==> config.mk <==
export PLATFORM = sky130hd
export DESIGN_NAME = i2c_master_bit_sequencer
export DESIGN_NICKNAME = d
export VERILOG_FILES = /design/src/rtl/i2cms_pkg.sv /design/src/rtl/i2cms_ctl.sv /design/src/rtl/i2c_master_bit_sequencer.sv
export SDC_FILE = /design/constraint.sdc
export NUM_CORES = 1
export LEC_CHECK = 0
export ABC_CLOCK_PERIOD_IN_PS = 13200
export BUFFER_PORTS_ARGS = -buffer_cell sky130_fd_sc_hd__buf_2
export CORE_AREA = 2 2 135 137
export CTS_BUF_LIST = sky130_fd_sc_hd__clkbuf_2
export DETAILED_ROUTE_END_ITERATION = 16
export DIE_AREA = 0 0 137 139
export PLACE_DENSITY = 0.77
export SLEW_MARGIN = 30
export SYNTH_ARGS = -nofsm -noshare
export SYNTH_HDL_FRONTEND = slang
export SYNTH_SLANG_ARGS = --single-unit
==> constraint.sdc <==
create_clock -name clock -period 13.2 [get_ports clock]
set_clock_uncertainty 0.05 [all_clocks]
set_input_delay 3.96 -clock clock [delete_from_list [all_inputs] [get_ports clock]]
set_output_delay 3.96 -clock clock [all_outputs]
set_load 0.02 [all_outputs]
==> src/rtl/i2cms_pkg.sv <==
// ----------------------------------------------------------------------------
// i2cms_pkg
// Shared types and constants of the I2C master bit sequencer: command
// codes, configuration register indexes and the per-item result record.
// ----------------------------------------------------------------------------
`default_nettype none

package i2cms_pkg;

   // Command codes carried by a request
   typedef enum logic [2:0] {
      OP_TICK    = 3'd0,
      OP_START   = 3'd1,
      OP_STOP    = 3'd2,
      OP_ACK     = 3'd3,
      OP_NACK    = 3'd4,
      OP_WAITACK = 3'd5,
      OP_READ    = 3'd6,
      OP_WRITE   = 3'd7
   } op_type;

   // Configuration register indexes
   localparam int unsigned CSR_INDEX_WIDTH = 2;
   localparam int unsigned CSR_DATA_WIDTH  = 16;

   typedef enum logic [CSR_INDEX_WIDTH-1:0] {
      CSR_LONG_PHASE   = 2'd0,
      CSR_SHORT_PHASE  = 2'd1,
      CSR_SAMPLE_DELAY = 2'd2,
      CSR_ACK_TIMEOUT  = 2'd3
   } csr_index_type;

   // Reset values of the configuration registers
   localparam logic [CSR_DATA_WIDTH-1:0] LONG_PHASE_RESET   = 16'd2000;
   localparam logic [CSR_DATA_WIDTH-1:0] SHORT_PHASE_RESET  = 16'd1000;
   localparam logic [CSR_DATA_WIDTH-1:0] SAMPLE_DELAY_RESET = 16'd10;
   localparam logic [CSR_DATA_WIDTH-1:0] ACK_TIMEOUT_RESET  = 16'd500;

   // Number of data bits in one byte transfer
   localparam logic [3:0] BITS_PER_BYTE = 4'd8;

   // Result of one request
   typedef struct packed {
      logic       scl_level;
      logic       sda_level;
      logic       sda_drive_enable;
      logic       busy_res;
      logic       done_res;
      logic [7:0] rx_byte;
      logic       ack_timed_out;
      logic       rejected;
   } res_type;

endpackage : i2cms_pkg

`default_nettype wire

==> src/rtl/i2cms_ctl.sv <==
// ----------------------------------------------------------------------------
// i2cms_ctl
// Bus sequencer state, configuration registers and the single-pass
// next-state logic. The result of the presented request is computed
// combinationally; the state advances when step_en is high.
// ----------------------------------------------------------------------------
`default_nettype none

module i2cms_ctl #(
   parameter int unsigned COUNTER_WIDTH = 16
) (
   input  wire logic                                   clock,
   input  wire logic                                   reset,
   input  wire logic                                   csr_write_enable,
   input  wire logic [i2cms_pkg::CSR_INDEX_WIDTH-1:0]  csr_index,
   input  wire logic [i2cms_pkg::CSR_DATA_WIDTH-1:0]   csr_write_data,
   input  wire logic                                   step_en,
   input  wire logic [2:0]                             op,
   input  wire logic [7:0]                             tx_byte,
   input  wire logic                                   sda_in,
   output i2cms_pkg::res_type                          res
);

   import i2cms_pkg::*;

   localparam int unsigned CW = COUNTER_WIDTH;

   // Configuration registers
   logic [CSR_DATA_WIDTH-1:0] long_phase_ff, short_phase_ff, sample_delay_ff, ack_limit_ff;

   // Sequencer state
   op_type        cmd_ff, cmd_in;
   logic [2:0]    step_ff, step_in;
   logic [CW-1:0] phase_cnt_ff, phase_cnt_in;
   logic [CW-1:0] phase_len_ff, phase_len_in;
   logic [CW-1:0] timeout_ff, timeout_in;
   logic [3:0]    bit_cnt_ff, bit_cnt_in;
   logic [7:0]    shift_ff, shift_in;
   logic [7:0]    last_rx_ff, last_rx_in;
   logic          scl_ff, scl_in;
   logic          sda_ff, sda_in_lvl;
   logic          oe_ff, oe_in;

   // Per-item strobes and scratch
   logic          do_enter;
   logic          finish;
   logic          timed;
   logic          rej;
   logic [CW-1:0] enter_len;
   logic [CW-1:0] pc_inc;
   op_type        op_cmd;

   // Phase lengths, truncated to the counter width; zero acts as one tick
   logic [CW-1:0] long_trunc, short_trunc, delay_trunc, limit_trunc;
   logic [CW-1:0] long_ticks, short_ticks, delay_ticks;

   assign long_trunc  = CW'(long_phase_ff);
   assign short_trunc = CW'(short_phase_ff);
   assign delay_trunc = CW'(sample_delay_ff);
   assign limit_trunc = CW'(ack_limit_ff);
   assign long_ticks  = (long_trunc  == '0) ? CW'(1) : long_trunc;
   assign short_ticks = (short_trunc == '0) ? CW'(1) : short_trunc;
   assign delay_ticks = (delay_trunc == '0) ? CW'(1) : delay_trunc;
   assign pc_inc      = phase_cnt_ff + CW'(1);
   assign op_cmd      = op_type'(op);

   // Compute the next state and the result of the presented request
   always_comb begin
      cmd_in       = cmd_ff;
      step_in      = step_ff;
      phase_cnt_in = phase_cnt_ff;
      phase_len_in = phase_len_ff;
      timeout_in   = timeout_ff;
      bit_cnt_in   = bit_cnt_ff;
      shift_in     = shift_ff;
      last_rx_in   = last_rx_ff;
      scl_in       = scl_ff;
      sda_in_lvl   = sda_ff;
      oe_in        = oe_ff;
      do_enter     = 1'b0;
      finish       = 1'b0;
      timed        = 1'b0;
      rej          = 1'b0;
      enter_len    = '0;

      // Take or reject a command, poll for ack, or count up the running phase
      if (op_cmd != OP_TICK) begin
         if (cmd_ff != OP_TICK) begin
            rej = 1'b1;
         end else begin
            cmd_in       = op_cmd;
            step_in      = 3'd0;
            phase_cnt_in = '0;
            bit_cnt_in   = 4'd0;
            timeout_in   = '0;
            shift_in     = (op_cmd == OP_WRITE) ? tx_byte : 8'h00;
            do_enter     = 1'b1;
         end
      end else if (cmd_ff == OP_WAITACK && step_ff == 3'd2) begin
         if (!sda_in) begin
            scl_in = 1'b0;
            finish = 1'b1;
         end else if (timeout_ff >= limit_trunc) begin
            step_in      = 3'd3;
            phase_cnt_in = '0;
            do_enter     = 1'b1;
         end else begin
            timeout_in = timeout_ff + CW'(1);
         end
      end else if (cmd_ff != OP_TICK) begin
         if (pc_inc >= phase_len_ff) begin
            phase_cnt_in = '0;
            step_in      = step_ff + 3'd1;
            do_enter     = 1'b1;
         end else begin
            phase_cnt_in = pc_inc;
         end
      end

      // Apply the entry actions of the new step
      if (do_enter) begin
         unique case (cmd_in)
            OP_START: begin
               if (step_in == 3'd0) begin
                  oe_in = 1'b1; scl_in = 1'b1; sda_in_lvl = 1'b1; enter_len = long_ticks;
               end else if (step_in == 3'd1) begin
                  sda_in_lvl = 1'b0; enter_len = long_ticks;
               end else begin
                  scl_in = 1'b0;
               end
            end
            OP_STOP: begin
               if (step_in == 3'd0) begin
                  oe_in = 1'b1; scl_in = 1'b0; sda_in_lvl = 1'b0; enter_len = long_ticks;
               end else if (step_in == 3'd1) begin
                  sda_in_lvl = 1'b1; scl_in = 1'b1; enter_len = long_ticks;
               end
            end
            OP_ACK, OP_NACK: begin
               if (step_in == 3'd0) begin
                  oe_in = 1'b1; scl_in = 1'b0;
                  sda_in_lvl = (cmd_in == OP_NACK);
                  enter_len = long_ticks;
               end else if (step_in == 3'd1) begin
                  scl_in = 1'b1; enter_len = long_ticks;
               end else begin
                  scl_in = 1'b0;
               end
            end
            OP_WAITACK: begin
               if (step_in == 3'd0) begin
                  oe_in = 1'b0; enter_len = long_ticks;
               end else if (step_in == 3'd1) begin
                  scl_in = 1'b1; enter_len = long_ticks;
               end else if (step_in == 3'd2) begin
                  timeout_in = '0; enter_len = CW'(1);
               end else if (step_in == 3'd3) begin
                  oe_in = 1'b1; scl_in = 1'b0; sda_in_lvl = 1'b0; enter_len = long_ticks;
               end else if (step_in == 3'd4) begin
                  sda_in_lvl = 1'b1; scl_in = 1'b1; enter_len = long_ticks;
               end else begin
                  timed = 1'b1;
               end
            end
            OP_READ: begin
               if (step_in == 3'd0) begin
                  oe_in = 1'b0; enter_len = short_ticks;
               end else if (step_in == 3'd1) begin
                  scl_in = 1'b0; enter_len = short_ticks;
               end else if (step_in == 3'd2) begin
                  scl_in = 1'b1; enter_len = delay_ticks;
               end else if (step_in == 3'd3) begin
                  shift_in   = {shift_in[6:0], sda_in};
                  bit_cnt_in = bit_cnt_in + 4'd1;
                  if (bit_cnt_in < BITS_PER_BYTE) begin
                     step_in = 3'd0; enter_len = short_ticks;
                  end else begin
                     enter_len = long_ticks;
                  end
               end else begin
                  last_rx_in = shift_in;
               end
            end
            OP_WRITE: begin
               if (step_in == 3'd0) begin
                  oe_in = 1'b1; scl_in = 1'b0; enter_len = short_ticks;
               end else if (step_in == 3'd1) begin
                  sda_in_lvl = shift_in[7];
                  shift_in   = {shift_in[6:0], 1'b0};
                  enter_len  = short_ticks;
               end else if (step_in == 3'd2) begin
                  scl_in = 1'b1; enter_len = short_ticks;
               end else if (step_in == 3'd3) begin
                  scl_in = 1'b0; bit_cnt_in = bit_cnt_in + 4'd1; enter_len = short_ticks;
               end else if (bit_cnt_in < BITS_PER_BYTE) begin
                  step_in    = 3'd1;
                  sda_in_lvl = shift_in[7];
                  shift_in   = {shift_in[6:0], 1'b0};
                  enter_len  = short_ticks;
               end
            end
            default: begin
               enter_len = '0;
            end
         endcase

         if (enter_len == '0) begin
            finish = 1'b1;
         end else begin
            phase_len_in = enter_len;
         end
      end

      // Drop back to idle when the sequence ends
      if (finish) begin
         cmd_in       = OP_TICK;
         step_in      = 3'd0;
         phase_cnt_in = '0;
         phase_len_in = '0;
      end
   end

   // Drive the result of the presented request
   assign res.scl_level        = scl_in;
   assign res.sda_level        = sda_in_lvl;
   assign res.sda_drive_enable = oe_in;
   assign res.busy_res         = (cmd_in != OP_TICK);
   assign res.done_res         = finish;
   assign res.rx_byte          = last_rx_in;
   assign res.ack_timed_out    = timed;
   assign res.rejected         = rej;

   // Hold configuration registers
   always_ff @(posedge clock) begin
      if (reset) begin
         long_phase_ff   <= LONG_PHASE_RESET;
         short_phase_ff  <= SHORT_PHASE_RESET;
         sample_delay_ff <= SAMPLE_DELAY_RESET;
         ack_limit_ff    <= ACK_TIMEOUT_RESET;
      end else if (csr_write_enable) begin
         unique case (csr_index_type'(csr_index))
            CSR_LONG_PHASE:   long_phase_ff   <= csr_write_data;
            CSR_SHORT_PHASE:  short_phase_ff  <= csr_write_data;
            CSR_SAMPLE_DELAY: sample_delay_ff <= csr_write_data;
            CSR_ACK_TIMEOUT:  ack_limit_ff    <= csr_write_data;
            default:          ack_limit_ff    <= ack_limit_ff;
         endcase
      end
   end

   // Advance the sequencer state once per request
   always_ff @(posedge clock) begin
      if (reset) begin
         cmd_ff       <= OP_TICK;
         step_ff      <= 3'd0;
         phase_cnt_ff <= '0;
         phase_len_ff <= '0;
         timeout_ff   <= '0;
         bit_cnt_ff   <= 4'd0;
         shift_ff     <= 8'h00;
         last_rx_ff   <= 8'h00;
         scl_ff       <= 1'b1;
         sda_ff       <= 1'b1;
         oe_ff        <= 1'b0;
      end else if (step_en) begin
         cmd_ff       <= cmd_in;
         step_ff      <= step_in;
         phase_cnt_ff <= phase_cnt_in;
         phase_len_ff <= phase_len_in;
         timeout_ff   <= timeout_in;
         bit_cnt_ff   <= bit_cnt_in;
         shift_ff     <= shift_in;
         last_rx_ff   <= last_rx_in;
         scl_ff       <= scl_in;
         sda_ff       <= sda_in_lvl;
         oe_ff        <= oe_in;
      end
   end

endmodule : i2cms_ctl

`default_nettype wire

==> src/rtl/i2c_master_bit_sequencer.sv <==
// ----------------------------------------------------------------------------
// i2c_master_bit_sequencer
// I2C master bit engine: commands and timing ticks in, bus drive levels
// and command status out, one result per request.
// ----------------------------------------------------------------------------
// Each request is a command (start, stop, ack, nack, wait-for-ack, read,
// write) or a tick carrying the sampled SDA level; each produces exactly one
// response with the SCL/SDA levels, SDA direction and status after it.
// Phases last a configured number of ticks. The block takes one request per
// clock while req_stall is low: a request passes an input register, one
// pass of next-state logic, and lands in the response register. The input
// register keeps accepting while a response is stalled, holding one more
// request before req_stall rises.
// Write the configuration registers only while no request is in flight.
`default_nettype none

module i2c_master_bit_sequencer #(
   parameter int unsigned COUNTER_WIDTH = 16
) (
   input  wire logic                                   clock,
   input  wire logic                                   reset,
   // configuration
   input  wire logic                                   csr_write_enable,
   input  wire logic [i2cms_pkg::CSR_INDEX_WIDTH-1:0]  csr_index,
   input  wire logic [i2cms_pkg::CSR_DATA_WIDTH-1:0]   csr_write_data,
   // request channel
   input  wire logic                                   req_valid,
   output logic                                        req_stall,
   input  wire logic [2:0]                             req_op,
   input  wire logic [7:0]                             req_tx_byte,
   input  wire logic                                   req_sda_in,
   // response channel
   output logic                                        rsp_valid,
   input  wire logic                                   rsp_stall,
   output logic                                        rsp_scl_level,
   output logic                                        rsp_sda_level,
   output logic                                        rsp_sda_drive_enable,
   output logic                                        rsp_busy_res,
   output logic                                        rsp_done_res,
   output logic [7:0]                                  rsp_rx_byte,
   output logic                                        rsp_ack_timed_out,
   output logic                                        rsp_rejected
);

   import i2cms_pkg::*;

   // Input register
   logic       in_valid_ff, in_valid_in;
   logic [2:0] in_op_ff;
   logic [7:0] in_tx_ff;
   logic       in_sda_ff;

   // Response register
   logic       out_valid_ff, out_valid_in;
   res_type    out_res_ff;
   res_type    step_res;

   logic       req_take;
   logic       advance;

   // Move the held request on when the response slot is free or draining
   assign advance   = in_valid_ff && (!out_valid_ff || !rsp_stall);
   assign req_stall = in_valid_ff && !advance;
   assign req_take  = req_valid && !req_stall;

   // Run the sequencer on the held request
   i2cms_ctl #(
      .COUNTER_WIDTH (COUNTER_WIDTH)
   ) u_ctl (
      .clock            (clock),
      .reset            (reset),
      .csr_write_enable (csr_write_enable),
      .csr_index        (csr_index),
      .csr_write_data   (csr_write_data),
      .step_en          (advance),
      .op               (in_op_ff),
      .tx_byte          (in_tx_ff),
      .sda_in           (in_sda_ff),
      .res              (step_res)
   );

   // Next valid flags of both registers
   always_comb begin
      in_valid_in = in_valid_ff;
      if (req_take) begin
         in_valid_in = 1'b1;
      end else if (advance) begin
         in_valid_in = 1'b0;
      end

      out_valid_in = out_valid_ff;
      if (advance) begin
         out_valid_in = 1'b1;
      end else if (!rsp_stall) begin
         out_valid_in = 1'b0;
      end
   end

   // Hold valid flags
   always_ff @(posedge clock) begin
      if (reset) begin
         in_valid_ff  <= 1'b0;
         out_valid_ff <= 1'b0;
      end else begin
         in_valid_ff  <= in_valid_in;
         out_valid_ff <= out_valid_in;
      end
   end

   // Capture request and response payloads
   always_ff @(posedge clock) begin
      if (req_take) begin
         in_op_ff  <= req_op;
         in_tx_ff  <= req_tx_byte;
         in_sda_ff <= req_sda_in;
      end
      if (advance) begin
         out_res_ff <= step_res;
      end
   end

   assign rsp_valid            = out_valid_ff;
   assign rsp_scl_level        = out_res_ff.scl_level;
   assign rsp_sda_level        = out_res_ff.sda_level;
   assign rsp_sda_drive_enable = out_res_ff.sda_drive_enable;
   assign rsp_busy_res         = out_res_ff.busy_res;
   assign rsp_done_res         = out_res_ff.done_res;
   assign rsp_rx_byte          = out_res_ff.rx_byte;
   assign rsp_ack_timed_out    = out_res_ff.ack_timed_out;
   assign rsp_rejected         = out_res_ff.rejected;

endmodule : i2c_master_bit_sequencer

`default_nettype wire
Word-level counts from Yosys, hierarchy flattened --
Index checks and enable logic that the tools add are counted.
Word-level totals: bits in registers 170, bits in latches 0, bits in writable memories 0, memory bits (read-only) 0, input bits 35, memories 0
Operators by class: add/sub/neg operators 4, $mul 0, div/mod/pow operators 0, magnitude comparators 4, equal/unequal tests 22, shift operators 0, muxes and demuxes 160, bitwise logic cells 2, reductions and logical operators 32
Operators by type and width (number):
- 16-bit two-way mux | 42
- 8-bit two-way mux | 19
- 3-bit two-way mux | 22
- 16-bit zero test | 4
- 16-bit case mux with 4 select lines | 1
- 1-bit two-way mux | 63
- 16-bit by 1-bit adder with 16-bit output (second input constant) | 2
- 16-bit >= comparator | 2
- 4-bit two-way mux | 8
- 3-bit equality test (second input constant) | 7
- 8-bit case mux with 2 select lines | 1
- 3-bit by 2-bit equality test with 1-bit output (second input constant) | 5
- 3-bit nonzero test | 3
- 4-bit < comparator (second input constant) | 2
- 4-bit by 2-bit inequality test with 1-bit output (second input constant) | 2
- 2-bit AND reduction | 4
- 3-bit by 1-bit equality test with 1-bit output (second input constant) | 2
- 1-bit case mux with 6 select lines | 1
- 3-bit case mux with 2 select lines | 1
- 6-bit OR reduction | 1
- 1-bit case mux with 5 select lines | 1
- 5-bit AND reduction | 1
- 5-bit OR reduction | 1
- 4-bit by 1-bit adder with 4-bit output (second input constant) | 1
- other kinds (17) | 28

Depth between registers and ports, before layout --
Gate-level depths: netlist of the first run.
word-level depth 19, gate-level depth with buffers 24, mapped depth without buffers 20

Cells and area by module --
From an unflattened synthesis of the first run, not the netlist that was laid out.
Second synthesis, totals: cell total of the unflattened synthesis 1187, area, all modules 9718.1 sq um
Modules (own cells, without submodules):
- i2cms_ctl | times used 1, cells each 1150, area each 8821.0 sq um, sequential area each 2822.7 sq um
- i2c_master_bit_sequencer | times used 1, cells each 37, area each 897.1 sq um, sequential area each 850.8 sq um

Worst setup path before layout of the first run --
No wires, ideal clock.
path kind input port to output port, start point in rsp_stall, end point out req_stall, arrival time 4.246 ns, data required time 9.190 ns, path slack 4.944 ns, stages 1, cells stage by stage and3_1
On the way: word-level cells in the longest chain between the ends 5
Ends and longest elaborated chain:
- start, declared | RTL line i2c_master_bit_sequencer.sv:34 | input wire logic rsp_stall,
- 1-bit zero test
- 1-bit logical OR | RTL line i2c_master_bit_sequencer.sv:62 | assign advance = in_valid_ff && (!out_valid_ff || !rsp_stall);
- 1-bit logical AND | RTL line i2c_master_bit_sequencer.sv:62
- 1-bit zero test | RTL line i2c_master_bit_sequencer.sv:63 | assign req_stall = in_valid_ff && !advance;
- 1-bit logical AND | RTL line i2c_master_bit_sequencer.sv:63
- end, declared | RTL line i2c_master_bit_sequencer.sv:28 | output logic req_stall,
Every way passes these cells.

Worst setup path after layout of the first run --
Ends and elaborated chain as after synthesis.

==> metrics.txt, run 1 <==
outcome complete, no violations; hold_ws between 0.4 and 0.5 ns; Die Wd roughly 140 um; Crit path required time about 9 ns; Slowest Stage Delay on Critical Path around 0.20 ns; most common cell after layout, fill and taps aside nand2_1; cell mode on critical path buf_2; DP HPWL 17400 um; number of CTS-inserted buffers 17; share of layout cells above drive strength 1 0.0933; distinct cell type count after synthesis a little under 80; Buffers & Inverters on Critical Path 2; Placed Cells about 1.4k; final worst setup slack roughly 4.8 ns; final-report hold violation count 0; hold_buf cts 0; WS Path Type in -> out; # DRC 0; design area roughly 10000 um2; # IOs 52; Die H roughly 140 um; setup TNS 0 ns; worst-margin pin slew approximately 0.87 ns; slowest CP cell and3_1; Most used DFF post-synth dfxtp_1; TritonRoute pass-1 iters 5; largest delay contributor family on the critical path buffers and inverters; relative slew slack 0.419; CP Capture Type primary output; post-synthesis register bit count 170; final core occ 0.572; placed instance area a little under 10000 um2; fin. max-slew vios 0; Initial Utilization 0.542; Detailed Route WL 24800 um; ys async rst share 0; Clock Tree Buf Depth 2; P_leak just under 4 nW; P&R area growth vs syn 5.41%; Seq/Total Area, Yosys 0.384; postcts setup bufs 0; final net count 1304; pin count of the biggest net entering global routing just under 90; pwr dens around 96 nW/um2; final worst-path cycle share 0.639; Reg2Reg Setup Slack about 6.7 ns; Worst Path Max Fanout 3; synth warn 0; DRT antenna net count 0; post-place setup slack roughly 4.8 ns; H-tree depth 4; Worst VDD drop between 0.05 and 0.06 mV; count of input and output buffers slightly above 50; EDFF count, synth 27; Hold WC Path Type reg -> reg; Worst EP arrival 4.43 ns; routed length per instance 16.8 um; Routability Congestion just under 1; crit path cell chain buf_2 > and3_1 > buf_2; CP Launch Type input pin; Max Cap Violations 0; RSZ-0062 raised after global routing false; grt ovf 0; Core ar. 17700 um2; first-pass GRT wire length a little over 40000 um; initial drt markers about 1.1k; number of global-route vias before repair 8177; routed via count between 9k and 10k; vias per cell 6.14; most frequent cells in the layout nand2_1, dfxtp_1, a21oi_1; mean post-synth cell area between 7 and 8 um2; clock period minus worst slack approximately 8.4 ns; CTS Sinks 170; GRT Util Overall 0.264; Root Buffer clkbuf_2; post-CTS resize count 0; clk slew on worst S/H paths 0.21 ns; initial antenna violation count 1; Worst-Skew Late Latency between 0.7 and 0.8 ns; CTS tree done; row count 49; Die Area roughly 19000 um2; Mapped Cells 1224; Post-Syn Nets roughly 1.3k; Mapped Area ~9600 um2; Layout Cells excl Fill roughly 1.5k; Fmax 118 MHz; Design Power just under 1 mW; Final setup viols 0
==> cell families (layout without fill, tap and decap cells) <==
family / Yosys count / after routing / synth area share
flip-flops: 170 / 170 / 0.384
AND/OR/NAND/NOR: 525 / 525 / 0.258
other: 0 / 1 / 0
multiplexers: 23 / 23 / 0.0246
AO/OA/AOI/OAI: 340 / 340 / 0.222
adder cells (fa/ha/maj): 37 / 37 / 0.0484
buffers and inverters: 113 / 132 / 0.0482
XOR/XNOR: 16 / 16 / 0.0146
==> Yosys cell counts (all sizes together), types with 21 or more instances <==
cell	n	share of area
nand3	27	0.014
nand2b	21	0.014
ha	37	0.048
and3	27	0.018
dfxtp	143	0.30
inv	39	0.015
clkbuf	54	0.021
a21oi	139	0.073
edfxtp	27	0.085
nand2	230	0.090
o21ai	72	0.038
nor2	110	0.043
==> flip-flops by register name, indices dropped and copies added (netlist names), 3 cells and up <==
signal,count
u_ctl.short_phase_ff,16
in_op_ff,3
u_ctl.ack_limit_ff,16
u_ctl.bit_cnt_ff,4
u_ctl.phase_cnt_ff,16
rsp_rx_byte,8
u_ctl.cmd_ff,3
in_tx_ff,8
u_ctl.delay_trunc,16
u_ctl.shift_ff,8
u_ctl.long_phase_ff,16
u_ctl.timeout_ff,16
u_ctl.step_ff,3
u_ctl.phase_len_ff,16
u_ctl.last_rx_ff,8
==> final cells by class <==
type,instances,area [um2]
fill,1678,7560
multi-input combinational,941,5440
sequential,170,3670
timing repair buffer,63,348
tap,229,287
inverter,39,146
clock inverter,12,101
clock buffer,18,90.1
antenna,1,2.50
==> worst reg2reg max path, stage by stage (launching register included) <==
cell,delay [ns]
dfxtp_1,0.48
and3_1,0.23
and3_1,0.25
and3_1,0.25
and3_1,0.24
and3_1,0.24
and3_1,0.26
nand3_1,0.12
xnor2_1,0.16
ha_1,0.32
nand4_2,0.15
or3_4,0.41
or3_4,0.41
nand4_1,0.16
nand4_2,0.41
nand3_1,0.74
o21ai_1,0.15
a222oi_1,0.51
nand4_1,0.22
nor3_4,0.42
nor3_1,0.08
==> per-layer routing <==
layer | vias up | track usage | share of wire
li1 | 4393 | - | -
met1 | 4234 | 0.371 | 0.45
met2 | 371 | 0.413 | 0.46
met3 | 39 | 0.0497 | 0.069
met4 | 0 | 0.0727 | 0.017
met5 | - | 0 | 0
==> power breakdown <==
group | internal (mW) | total [mW] | switching [mW]
logic | 0.0527 | 0.156 | 0.103
clock network | 0.0660 | 0.252 | 0.186
registers | 0.545 | 0.559 | 0.0138
total | 0.664 | 0.967 | 0.303
==> path summary, 6_finish.rpt <==
| check | start | to | cells past startpoint |
|---|---|---|---|
| worst max-delay path | rsp_stall | req_stall | 3 |
| worst min-delay path | u_ctl.shift_ff[1] | u_ctl.shift_ff[1] | 2 |
| worst max register to register | u_ctl.phase_cnt_ff[2] | rsp_busy_res | 20 |
| worst min register to register | u_ctl.shift_ff[1] | u_ctl.shift_ff[1] | 2 |
Note: power is estimated with default switching activity, not from simulation.
==> run 2, diff against run 1 <==
--- a/config.mk
+++ b/config.mk
@@ -5,12 +5,13 @@
 export SDC_FILE = /design/constraint.sdc
 export NUM_CORES = 1
 export LEC_CHECK = 0
-export ABC_CLOCK_PERIOD_IN_PS = 13200
+export ABC_AREA = 1
+export ABC_CLOCK_PERIOD_IN_PS = 8400
 export BUFFER_PORTS_ARGS = -buffer_cell sky130_fd_sc_hd__buf_2
-export CORE_AREA = 2 2 135 137
+export CORE_AREA = 2 2 137 139
 export CTS_BUF_LIST = sky130_fd_sc_hd__clkbuf_2
 export DETAILED_ROUTE_END_ITERATION = 16
-export DIE_AREA = 0 0 137 139
+export DIE_AREA = 0 0 139 141
 export PLACE_DENSITY = 0.77
 export SLEW_MARGIN = 30
 export SYNTH_ARGS = -nofsm -noshare
==> constraint.sdc (replaced) <==
create_clock -name clock -period 8.4 [get_ports clock]
set_clock_uncertainty 0.05 [all_clocks]
set_input_delay 2.52 -clock clock [delete_from_list [all_inputs] [get_ports clock]]
set_output_delay 2.52 -clock clock [all_outputs]
set_load 0.02 [all_outputs]
==> run 2 against run 1 <==
  * Sequential share of layout area is 1.0 points lower
  * Worst setup slack got worse by 2.1 ns
  * Die area increased by 2.9%
  * Synthesized cell count increased by 16%
  * Sequential power increased by 63%
  * Global-route usage fell by 0.91 points
  * Register-to-register slack lost 4.0 ns
  * First-iteration DRC count down 21%
==> metrics.txt, run 2 <==
Placed Cells between 1.5k and 2k; clk slew on worst S/H paths 0.28 ns; synth warn 0; number of global-route vias before repair between 8k and 9k; Die Area between 15000 and 20000 um2; outcome complete, no violations; initial drt markers between 800 and 900; hold_buf cts 0; number of CTS-inserted buffers 17; metal2 WL approximately 11000 um; Initial Utilization 0.538; slowest CP cell dfxtp_1; Mapped Cells 1421; Clock Tree Buf Depth 2; Worst Path Max Fanout 32; Synth top cells by count nand2_1, nor2_1, inv_1, o21ai_0, a21oi_1; Mapped Area approximately 10000 um2; Worst VDD drop about 0.11 mV; first-pass GRT wire length 41400 um; placed instance area 10100 um2; Die H 141 um; post-synthesis register bit count 170; Slowest Stage Delay on Critical Path 0.48 ns; cell with the most instances after synthesis nand2_1; TritonRoute pass-1 iters 8; pwr dens between 150 and 200 nW/um2; share of layout cells above drive strength 1 0.0934; DRT antenna net count 0; hold_ws roughly 0.43 ns; most common cell after layout, fill and taps aside nand2_1; Worst EP arrival ~6.4 ns; sequential cell area roughly 3700 um2; Core ar. 18300 um2; Routability Congestion 0.973; Detailed Route WL 25000 um; fin. max-slew vios 0; Design Power 1.74 mW; post-place setup slack between 2 and 3 ns; Die Wd approximately 140 um; design area around 10000 um2; Hold WC Path Type reg -> reg; pin count of the biggest net entering global routing around 70; Highest Signal Layer met4; CP Launch Type flip-flop; Post-Syn Nets approximately 1.5k; final worst-path cycle share 0.685; clock period minus worst slack approximately 5.8 ns; multi-input logic area 5180 um2; ys async rst share 0; Seq/Total Area, Yosys 0.374; DP HPWL 18200 um; area share of the largest cell type after synthesis 0.291; Root Buffer clkbuf_2; worst-margin pin slew 0.883 ns; EDFF count, synth 27; GRT Util Overall 0.255; most frequent cells in the layout nand2_1, nor2_1, inv_1; Max Cap Violations 0; routed via count around 9.5k; Fmax roughly 170 MHz; post-CTS resize count 0; H-tree depth 4; final-report hold violation count 0; mean post-synth cell area 6.92 um2; Layout Cells excl Fill about 1.7k; post-synth top area cell dfxtp_1; # IOs between 50 and 60; CTS Sinks 170; initial antenna violation count 1; Area contributors post-synth dfxtp_1, nand2_1, edfxtp_1; cell mode on critical path nand2_1; # DRC 0; Worst-Skew Late Latency around 0.8 ns; DRT met1 WL 11300 um; postcts setup bufs 0; CP Capture Type flip-flop; P&R area growth vs syn 5.68%; vias per cell 5.67; CTS tree done; distinct cell type count after synthesis 51; count of input and output buffers 51; routed length per instance between 10 and 15 um; RSZ-0062 raised after global routing false; final worst setup slack about 2.6 ns; Most used DFF post-synth dfxtp_1; P_leak around 4.4 nW; row count 50; Crit path required time 9.06 ns; WS Path Type reg -> reg; final net count 1504; final core occ 0.569; grt ovf 0; Final setup viols 0; WL met3 1780 um; setup TNS 0 ns; FILL cells around 1.8k; relative slew slack 0.409
[run 2: cell types whose count changed after synthesis, sizes merged, moves of 11 or more]
cell / before / now
inv: 39 / 170
o21ai: 72 / 165
nor2: 110 / 178
nand3: 27 / 74
nand2: 230 / 272
nand4: 14 / 43
and3: 27 / 1
nand2b: 21 / 0
mux2i: 19 / 0
a31oi: 20 / 4
nand3b: 19 / 4
a211o: 11 / 0
[run 2: cell type report]
cell class,instances,share of cell area
flip-flops and latches,170,0.354
clock buffers,17,0.00819
clock inverters,15,0.0163
multi-input cells,1009,0.499
repair buffers,61,0.0318
well taps,234,0.0282
diodes,1,0.000241
inverters,173,0.0628
[run 2: logic make-up (layout without fill, tap and decap cells)]
logic type / after synthesis / in the layout / share of synthesized area
compound gates: 357 / 357 / 0.198
other cells: 0 / 1 / 0
flops: 170 / 170 / 0.374
buf+inv: 242 / 266 / 0.101
fa+ha+maj: 37 / 37 / 0.0471
xor+xnor: 14 / 14 / 0.0125
simple gates: 601 / 601 / 0.268
[run 2: layer usage]
metal  global-route usage  vias to the layer above
met5                    0                        -
met1                0.347                     4296
met4               0.0936                        0
li1                     -                     4793
met2                0.417                      390
met3               0.0336                       46
[run 2: final timing paths]
check                          from                     end  slack, ns  cells after the start
max           u_ctl.phase_cnt_ff[0]   u_ctl.phase_cnt_ff[0]       2.64                     33
min          u_ctl.ack_limit_ff[12]  u_ctl.ack_limit_ff[12]       0.43                      2
max reg2reg   u_ctl.phase_cnt_ff[0]   u_ctl.phase_cnt_ff[0]       2.64                     33
min reg2reg  u_ctl.ack_limit_ff[12]  u_ctl.ack_limit_ff[12]       0.43                      2
[run 2: critical path: cells and delay by family, from the launching register on]
kind	cells	cell delay, ns
adders and majority gates	1	0.27
DFF	1	0.48
xor gates and xnor gates	1	0.20
and+or+nand+nor	26	4.04
AOI/OAI and AO/OA	3	0.37
buffers and inverters	2	0.27
[run 2: report_power, final]
group          total, mW  internal (mW)  switching [mW]
clock              0.466          0.127           0.339
combinational      0.362          0.116           0.246
sequential         0.913          0.879          0.0344
==> run 3, diff against run 2 <==
--- a/config.mk
+++ b/config.mk
@@ -6,7 +6,7 @@
 export NUM_CORES = 1
 export LEC_CHECK = 0
 export ABC_AREA = 1
-export ABC_CLOCK_PERIOD_IN_PS = 8400
+export ABC_CLOCK_PERIOD_IN_PS = 5700
 export BUFFER_PORTS_ARGS = -buffer_cell sky130_fd_sc_hd__buf_2
 export CORE_AREA = 2 2 137 139
 export CTS_BUF_LIST = sky130_fd_sc_hd__clkbuf_2
==> constraint.sdc (replaced) <==
create_clock -name clock -period 5.7 [get_ports clock]
set_clock_uncertainty 0.05 [all_clocks]
set_input_delay 1.71 -clock clock [delete_from_list [all_inputs] [get_ports clock]]
set_output_delay 1.71 -clock clock [all_outputs]
set_load 0.02 [all_outputs]
==> run 3 against run 2 <==
  * Final cell count up 0.65%
  * Register-to-register slack worse by 2.0 ns
  * First-iteration DRC count up 0.23%
  * Fmax up 13%
  * Total power up 47%
  * Routed wire length up 3.0%
  * Global-route usage up 0.76 points
  * Largest cell class unchanged
  * Highest routed layer unchanged
==> metrics.txt, run 3 (same netlist as run 2, synthesis figures left out) <==
Root Buffer clkbuf_2; Initial Utilization 0.538; most frequent cells in the layout nand2_1, nor2_1, inv_1; routed length per instance 15.2 um; clock share of power 0.261; CP Depth 31; slowest CP cell dfxtp_1; net switching power about 0.90 mW; P&R area growth vs syn 6.73%; clk slew on worst S/H paths approximately 0.28 ns; final-report hold violation count 0; Routability Congestion 0.995; number of CTS-inserted buffers 17; Reg2Reg Depth 31; Flop pwr share 0.527; RSZ-0062 raised after global routing false; clock period minus worst slack a little over 5 ns; pin count of the biggest net entering global routing 59; Max Cap Violations 0; Die H between 100 and 150 um; Final setup viols 0; final net count between 1.5k and 2k; Reg2Reg Setup Slack between 0.6 and 0.7 ns; worst setup path end u_ctl.cmd_ff[0]; initial antenna violation count 1; internal power consumption around 1.7 mW; relative slew slack 0.360; Die Area 19600 um2; DRT antenna net count 0; count of input and output buffers 51; post-place setup slack around 0.42 ns; CP Launch Type flip-flop; fin. max-slew vios 0; number of global-route vias before repair between 8k and 9k; Core ar. between 15000 and 20000 um2; routed via count about 9.5k; final worst setup slack about 0.62 ns; Slowest Stage Delay on Critical Path between 0.4 and 0.5 ns; P_leak between 4 and 5 nW; setup TNS 0 ns; R2R Path End u_ctl.cmd_ff[0]; share of layout cells above drive strength 1 0.103; Worst-Skew Late Latency a little over 0.8 ns; worst-margin pin slew around 0.96 ns; Buffers & Inverters on Critical Path 2; # DRC 0; H-tree depth 4; first-pass GRT wire length between 40000 and 50000 um; Detailed Route WL between 20000 and 30000 um; CP Capture Type flip-flop; pwr dens 243 nW/um2; Worst EP arrival about 5.7 ns; cell mode on critical path nand2_1; GRT Util Overall 0.262; CTS tree done; TritonRoute pass-1 iters 8; switching share of power 0.353; Die Wd 139 um; vias per cell approximately 5.6; largest delay contributor family on the critical path simple AND/OR/NAND/NOR gates; RR Startpoint u_ctl.phase_cnt_ff[0]; Worst VDD drop between 0.15 and 0.2 mV; most common cell after layout, fill and taps aside nand2_1; final worst-path cycle share 0.892; CTS Sinks 170; DP HPWL 18600 um; Hold WC Path Type reg -> reg; row count 50; Clock Tree Buf Depth 2; Worst Path Max Fanout 14; # IOs 52; share of power burned in combinational logic 0.213; Fmax a little under 200 MHz; worst setup path start u_ctl.phase_cnt_ff[0]; WS Path Type reg -> reg; grt ovf 0; outcome complete, no violations; initial drt markers around 880; Crit path required time approximately 6.4 ns
==> run 3: cell count changes in the layout (fill, tap and decap cells not counted), sizes merged <==
| cell | previous run | this run |
|---|---|---|
| nand3 | 74 | 75 |
| clkbuf | 17 | 18 |
| clkinv | 5 | 8 |
| clkinvlp | 1 | 0 |
| buf | 61 | 71 |
| inv | 181 | 178 |
==> run 3: final cells by class <==
cell class                      count  area (um2)
Clock inverter                     14         153
Inverter                          173         652
Timing Repair Buffer               71         405
Fill cell                        1806        7780
Antenna cell                        1        2.50
Tap cell                          234         293
Sequential cell                   170        3670
Multi-Input combinational cell   1010        5220
Clock buffer                       18        90.1
==> run 3: power by group through the flow <==
stage	clock network, mW	registers [mW]	logic (mW)
after CTS	0.674	1.34	0.536
final	0.665	1.35	0.544
after global routing	0.720	1.35	0.617
after global placement	0	1.36	0.521
after floorplan	0	1.36	0.397
after detailed placement	0	1.37	0.534
==> run 3: how the worst min path moves through the flow <==
stage                           startpoint                endpoint  slack (ns)  cells past startpoint
global placement    u_ctl.ack_limit_ff[14]  u_ctl.ack_limit_ff[14]        0.40                      2
finish              u_ctl.phase_len_ff[11]  u_ctl.phase_len_ff[11]        0.43                      2
floorplan           u_ctl.ack_limit_ff[10]  u_ctl.ack_limit_ff[10]        0.38                      2
global route             u_ctl.shift_ff[4]       u_ctl.shift_ff[4]        0.46                      2
CTS                 u_ctl.phase_len_ff[10]  u_ctl.phase_len_ff[10]        0.43                      2
detailed placement  u_ctl.phase_len_ff[10]  u_ctl.phase_len_ff[10]        0.41                      2
==> run 3: stage by stage <==
step / util / area [um2] / power, mW / hold WS [ns] / cells
final: 0.574 / 10500 / 2.55 / 0.431 / 1691
after global routing: 0.574 / 10500 / 2.69 / 0.462 / 1691
after CTS: 0.572 / 10400 / 2.55 / 0.434 / 1689
after detailed placement: 0.559 / 10200 / 1.90 / 0.409 / 1657
after global placement: 0.558 / 10200 / 1.89 / 0.398 / 1657
after floorplan: - / 9830 / 1.76 / 0.383 / 1421
==> run 3: worst register-to-register path, delay by kind of cell, from the launching register on <==
kind	cells	cell delay [ns]
flops	1	0.47
compound gates	4	0.48
simple gates	23	3.14
buf+inv	2	0.36
fa+ha+maj	1	0.28
xor+xnor	1	0.22
==> run 3: what timing repair did <==
action / 4_1_cts / 5_1_grt
endpoints found under the setup margin: 0 / 39
buffers inserted: 0 / 0
resized for setup: 0 / 6
hold buffers: 0 / 0
==> run 3: per-layer routing <==
layer / vias up / track usage / share of wire
met5: - / 0 / 0
met4: 0 / 0.0920 / 0.024
met3: 54 / 0.0425 / 0.068
met2: 362 / 0.421 / 0.45
met1: 4306 / 0.361 / 0.46
li1: 4821 / - / -
